## config.mk

```make
export PLATFORM = sky130hd
export DESIGN_NAME = msort_merge
export DESIGN_NICKNAME = d
export VERILOG_FILES = /design/src/msort_pkg.sv /design/src/msort_merge.sv
export SDC_FILE = /design/constraint.sdc
export NUM_CORES = 1
export LEC_CHECK = 0
export BUFFER_PORTS_ARGS = -buffer_cell sky130_fd_sc_hd__buf_2
export CORE_ASPECT_RATIO = 2
export CORE_MARGIN = 2
export CORE_UTILIZATION = 43
export DETAILED_ROUTE_END_ITERATION = 8
export GPL_ROUTABILITY_DRIVEN = 0
export PLACE_DENSITY = 0.77
export SYNTH_ARGS = -nofsm -noshare
export SYNTH_HDL_FRONTEND = slang
export SYNTH_SLANG_ARGS = --single-unit
export TNS_END_PERCENT = 100
```

## constraint.sdc

```tcl
create_clock -name clk_i -period 4.1 [get_ports clk_i]
set_input_delay 0.615 -clock clk_i [delete_from_list [all_inputs] [get_ports clk_i]]
set_output_delay 0.615 -clock clk_i [all_outputs]
set_load 0.01 [all_outputs]
```

## src/msort_pkg.sv

```systemverilog
// Shared constants and types of the merge sorter.
package msort_pkg;

  localparam int DEPTH  = 64;
  localparam int DATA_W = 32;
  localparam int IDX_W  = (DEPTH > 1) ? $clog2(DEPTH) : 1;
  localparam int CNT_W  = $clog2(DEPTH + 1);
  localparam int SUM_W  = CNT_W + 2;

  // Buffer port request from the merge engine.
  typedef struct packed {
    logic [IDX_W-1:0]  rd_addr_a;
    logic [IDX_W-1:0]  rd_addr_b;
    logic              wr_en;
    logic [IDX_W-1:0]  wr_addr;
    logic [DATA_W-1:0] wr_data;
    logic              rd_bank;
  } msort_mreq_t;

endpackage

```

## src/msort_merge.sv

```systemverilog
// Bottom-up merge sequencer with one shared signed comparator.
module msort_merge import msort_pkg::*; (
  input  logic              clk_i,
  input  logic              rst_ni,
  input  logic              start_i,
  input  logic [CNT_W-1:0]  count_i,
  input  logic [DATA_W-1:0] rd_data_a_i,
  input  logic [DATA_W-1:0] rd_data_b_i,
  output msort_mreq_t       mreq_o,
  output logic              done_o
);

  typedef enum logic [3:0] {
    M_IDLE = 4'b0001,
    M_RUN  = 4'b0010,
    M_READ = 4'b0100,
    M_CMP  = 4'b1000
  } merge_state_e;

  merge_state_e state_q, state_d;
  logic [SUM_W-1:0] w_q, w_d;
  logic [CNT_W-1:0] lo_q, lo_d, mid_q, mid_d, hi_q, hi_d;
  logic [CNT_W-1:0] i_q, i_d, j_q, j_d, k_q, k_d;
  logic             bank_q, bank_d;

  logic [SUM_W-1:0] n_ext, w_dbl, mid_sum, hi_sum;
  logic [CNT_W-1:0] mid_clip, hi_clip, k_inc;
  logic             take_a;

  assign n_ext    = SUM_W'(count_i);
  assign w_dbl    = w_q << 1;
  assign mid_sum  = SUM_W'(lo_q) + w_q;
  assign hi_sum   = SUM_W'(lo_q) + w_dbl;
  assign mid_clip = (mid_sum > n_ext) ? count_i : mid_sum[CNT_W-1:0];
  assign hi_clip  = (hi_sum > n_ext) ? count_i : hi_sum[CNT_W-1:0];
  assign k_inc    = k_q + CNT_W'(1);

  // Take the left element on ties to keep the sort stable.
  assign take_a = (i_q < mid_q) &&
                  ((j_q >= hi_q) || ($signed(rd_data_a_i) <= $signed(rd_data_b_i)));

  always_comb begin
    state_d = state_q;
    w_d     = w_q;
    lo_d    = lo_q;
    mid_d   = mid_q;
    hi_d    = hi_q;
    i_d     = i_q;
    j_d     = j_q;
    k_d     = k_q;
    bank_d  = bank_q;
    done_o  = 1'b0;
    case (state_q)
      M_IDLE: begin
        if (start_i) begin
          w_d     = SUM_W'(1);
          lo_d    = '0;
          bank_d  = 1'b0;
          state_d = M_RUN;
        end
      end
      M_RUN: begin
        if (w_q >= n_ext) begin
          done_o  = 1'b1;
          state_d = M_IDLE;
        end else begin
          mid_d   = mid_clip;
          hi_d    = hi_clip;
          i_d     = lo_q;
          j_d     = mid_clip;
          k_d     = lo_q;
          state_d = M_READ;
        end
      end
      M_READ: begin
        state_d = M_CMP;
      end
      M_CMP: begin
        if (take_a) begin
          i_d = i_q + CNT_W'(1);
        end else begin
          j_d = j_q + CNT_W'(1);
        end
        k_d = k_inc;
        if (k_inc == hi_q) begin
          if (hi_sum >= n_ext) begin
            // Pass complete: swap banks and double the run width.
            w_d    = w_dbl;
            lo_d   = '0;
            bank_d = ~bank_q;
          end else begin
            lo_d = hi_sum[CNT_W-1:0];
          end
          state_d = M_RUN;
        end else begin
          state_d = M_READ;
        end
      end
      default: begin
        state_d = M_IDLE;
      end
    endcase
  end

  always_comb begin
    mreq_o.rd_addr_a = i_q[IDX_W-1:0];
    mreq_o.rd_addr_b = j_q[IDX_W-1:0];
    mreq_o.wr_en     = (state_q == M_CMP);
    mreq_o.wr_addr   = k_q[IDX_W-1:0];
    mreq_o.wr_data   = take_a ? rd_data_a_i : rd_data_b_i;
    mreq_o.rd_bank   = bank_q;
  end

  always_ff @(posedge clk_i or negedge rst_ni) begin
    if (!rst_ni) begin
      state_q <= M_IDLE;
      w_q     <= '0;
      lo_q    <= '0;
      mid_q   <= '0;
      hi_q    <= '0;
      i_q     <= '0;
      j_q     <= '0;
      k_q     <= '0;
      bank_q  <= 1'b0;
    end else begin
      state_q <= state_d;
      w_q     <= w_d;
      lo_q    <= lo_d;
      mid_q   <= mid_d;
      hi_q    <= hi_d;
      i_q     <= i_d;
      j_q     <= j_d;
      k_q     <= k_d;
      bank_q  <= bank_d;
    end
  end

endmodule

```

==> out/results.tsv <==
stage	metric	value	unit
synthesis	yosysTopAreaCellShare	25.4	%
timing	timing.final.crit_share	93.5	%
floorplanning	fp.dieW	82.7	um
timing	tightest_slew	0.683	ns
grt	grt_pass1_wl	22.3	mm
floorplanning	die_h	161	um
clock_tree	clk_pin_slew_worst_paths	0.08	ns
route	dr.pass1.iters	4	
hold_path	hp-class	in2async	
synthesis	syn_nets	790	
critical_path	crit_type	in2out	
floorplanning	dieArea	13300	um2
synthesis	syn_inst	636	
pwr	p_sw_share	47.9	%
pwr	power.switching	1.74	mW
route	viasPerCell	5.60	
pwr	p_comb_share	62.0	%
synthesis	yosysTopAreaCell	dfrtp_1	
grt	track_usage	21.9	%
critical_path	ff2ff_path_depth	14	
floorplanning	num_io_pins	127	
critical_path	r2r_slack	0.38	ns
clock_tree	cts_resized	0	
route	route.detailed.drc	0	
route	vias	4974	
synthesis	synth-seq-cells	55	
critical_path	crit_fanout	39	
critical_path	worst_setup_path_start_kind	input pin	
outcome	status	finished clean	
clock_tree	cts_setup_buffers	0	
critical_path	cp-end-kind	primary output	
pwr	max-vdd-ir-drop	0.612	mV
clock_tree	root_buffer	clkbuf_16	
synthesis	synth_warnings	0	
route	drtIter0Drc	223	
pwr	internal_power	1.89	mW
clock_tree	cts_buffer_depth	2	
synthesis	synth_flop_cell	dfrtp_1	
finish	drive_gt1_share	21.6	%
synthesis	ys_seq_area_share	25.9	%
synthesis	netlist_area	5320	um2
finish	n_antenna_cell	0	
synthesis	async_flop_share	100	%
clock_tree	numCtsBuffers	5	
floorplanning	num_rows	57	
critical_path	r2r-end	lo_q[2]$_DFFE_PN0P_	
grt	grt_max_degree	40	
route	routed_wl	14.4	mm
timing	fmax	261	MHz
clock_tree	cts_max_level	2	
synthesis	synth-edff-count	0	
timing	setup_violations	0	
pwr	seqPwrFrac	25.5	%
timing	fin_crit	3.83	ns
finish	nets	894	
grt	antenna_found_initial	0	
floorplanning	core-area	12100	um2
critical_path	cp_slowest_cell	nor4_1	
placement	port_buffers	126	
critical_path	crit_top_cell	buf_4	
timing	finalHoldViolCount	0	
pwr	power	3.62	mW
floorplanning	start_util	43.9	%
clock_tree	clock_sinks	55	
timing	final_max_slew_viol_count	0	
critical_path	cp.required	3.48	ns
clock_tree	cts_tree	done	
placement	dp_hpwl	12.0	mm
clock_tree	clock_latency	0.30	ns
critical_path	cp_cell_sequence	buf_2, inv_1, ha_1, nand4_1, nor4_1, buf_4, o311ai_1, buf_4, nand4b_4, nand2_4, buf_4, o21ai_0, buf_2	
pwr	power-per-cell-area	591	nW/um2
timing	finalClockSkew	0.00800	ns
route	wl_per_cell	16.2	um
critical_path	max_stage_delay	0.51	ns
critical_path	rr_startpoint	w_q[1]$_DFFE_PN0P_	
grt	grt_pass1_vias	4943	
critical_path	critPathArrivalTime	3.22	ns
synthesis	synth.area.top_cells	dfrtp_1 (25%), ha_1 (19%), nand2_1 (5.2%), inv_1 (5.0%), o21ai_0 (4.7%)	
pwr	power.leakage	3.20	nW
synthesis	ys_types	63	
pwr	clockPowerShare	12.6	%
timing	finalSetupTns	0	ns
finish	syn_to_final_growth	15.1	%
flow_run	cap_violations	0	
timing	slew_headroom	54.5	%
route	ant_nets	0	
clock_tree	holdBufCountCts	0	
synthesis	synth_area_per_cell	8.37	um2
timing	rsz0062_at_grt	false	
grt	gr-total-overflow	0	
cells by family after synthesis:
logic type,count (synthesis),synth area share (%)
compound gates,162,20.5
xor+xnor,21,3.46
fa+ha+maj,80,18.9
buf+inv,109,9.50
flops,55,25.9
mux,25,4.80
simple gates,184,16.9
final cells by class:
cell class,instances,area (um2)
Clock buffer,6,139
Clock inverter,2,16.3
Fill cell,1195,6000
Inverter,71,267
Multi-Input combinational cell,472,3450
Sequential cell,55,1380
Tap cell,147,184
Timing Repair Buffer,135,698
cell usage in the layout, fill, tap and decap left out, types with 4 or more instances in the layout:
cell type / count
a22o_1: 6
clkbuf_16: 5
inv_1: 71
a211oi_1: 13
ha_1: 79
a311oi_1: 5
nor2_1: 32
buf_2: 126
a31oi_1: 5
mux2_2: 4
nor3_1: 9
nand2b_1: 6
nand2_1: 74
o211ai_1: 4
a21boi_0: 7
dfrtp_1: 54
and3_1: 9
mux2i_1: 21
nand3_1: 16
o21ai_0: 50
xor2_1: 6
nand4_1: 16
buf_4: 9
a21o_1: 12
a21oi_1: 31
xnor2_1: 15
through the flow:
stage	cell area [um2]	utilization, %	instances	worst slack, ns	hold slack, ns
after floorplan	5320	-	636	0.734	0.319
after global placement	5970	49.3	880	0.299	0.465
after detailed placement	5970	49.3	880	0.229	0.464
after CTS	6130	50.5	888	0.229	0.373
after global routing	6130	50.5	888	0.0272	0.408
final	6130	50.5	888	0.266	0.346
worst max-delay path, delay by kind of cell:
family	cells	cell delay [ns]
AND/OR/NAND/NOR	4	1.03
buffers and inverters	6	0.95
adder cells (fa/ha/maj)	1	0.33
AO/OA/AOI/OAI	2	0.29
layer usage:
layer / vias up / GRT usage, % / part of all wire [%]
met1: 2321 / 19.0 / 33
met2: 141 / 43.8 / 57
met5: - / 0 / 0
met4: 0 / 13.8 / 5.9
met3: 49 / 1.96 / 3.6
li1: 2463 / - / -
how the worst max path moves through the flow:
| stage | from | end | depth (start not counted) |
|---|---|---|---|
| after floorplan | rd_data_b_i[31] | mreq_o[12] | 11 |
| after global placement | rd_data_b_i[31] | mreq_o[29] | 13 |
| after detailed placement | rd_data_b_i[31] | mreq_o[19] | 13 |
| after CTS | rd_data_b_i[31] | mreq_o[19] | 13 |
| after global routing | rd_data_b_i[31] | mreq_o[28] | 14 |
| final | rd_data_b_i[31] | mreq_o[19] | 13 |
state kept, by name, summed over array words and instances (netlist names):
register / count
j_q: 7
bank_q: 1
k_q: 7
mid_q: 7
hi_q: 7
state_q: 4
i_q: 7
w_q: 9
lo_q: 6
cells in the mapped netlist, types with 4 or more instances:
library cell / instances
a211oi_1: 13
dfrtp_1: 54
nor3_1: 9
a31oi_1: 5
nand2_1: 74
nand4_1: 16
o211ai_1: 4
clkbuf_1: 7
mux2_2: 4
a21oi_1: 31
inv_1: 71
nand3_1: 16
nand2b_1: 6
xnor2_1: 15
nor4_1: 4
a21boi_0: 7
o21ai_0: 50
a21o_1: 12
buf_4: 21
buf_2: 8
a22o_1: 6
and3_1: 9
ha_1: 79
mux2i_1: 21
nor2_1: 32
a311oi_1: 5
xor2_1: 6
power by group through the flow:
| stage | Combinational [mW] | Clock (mW) | Sequential (mW) |
|---|---|---|---|
| after floorplan | 1.67 | 0 | 0.865 |
| final | 2.25 | 0.455 | 0.924 |
| after detailed placement | 2.26 | 0 | 0.930 |
| after global routing | 2.55 | 0.482 | 0.946 |
| after global placement | 2.21 | 0 | 0.921 |
| after CTS | 2.27 | 0.460 | 0.921 |
Note: power is estimated with default switching activity, not from simulation.
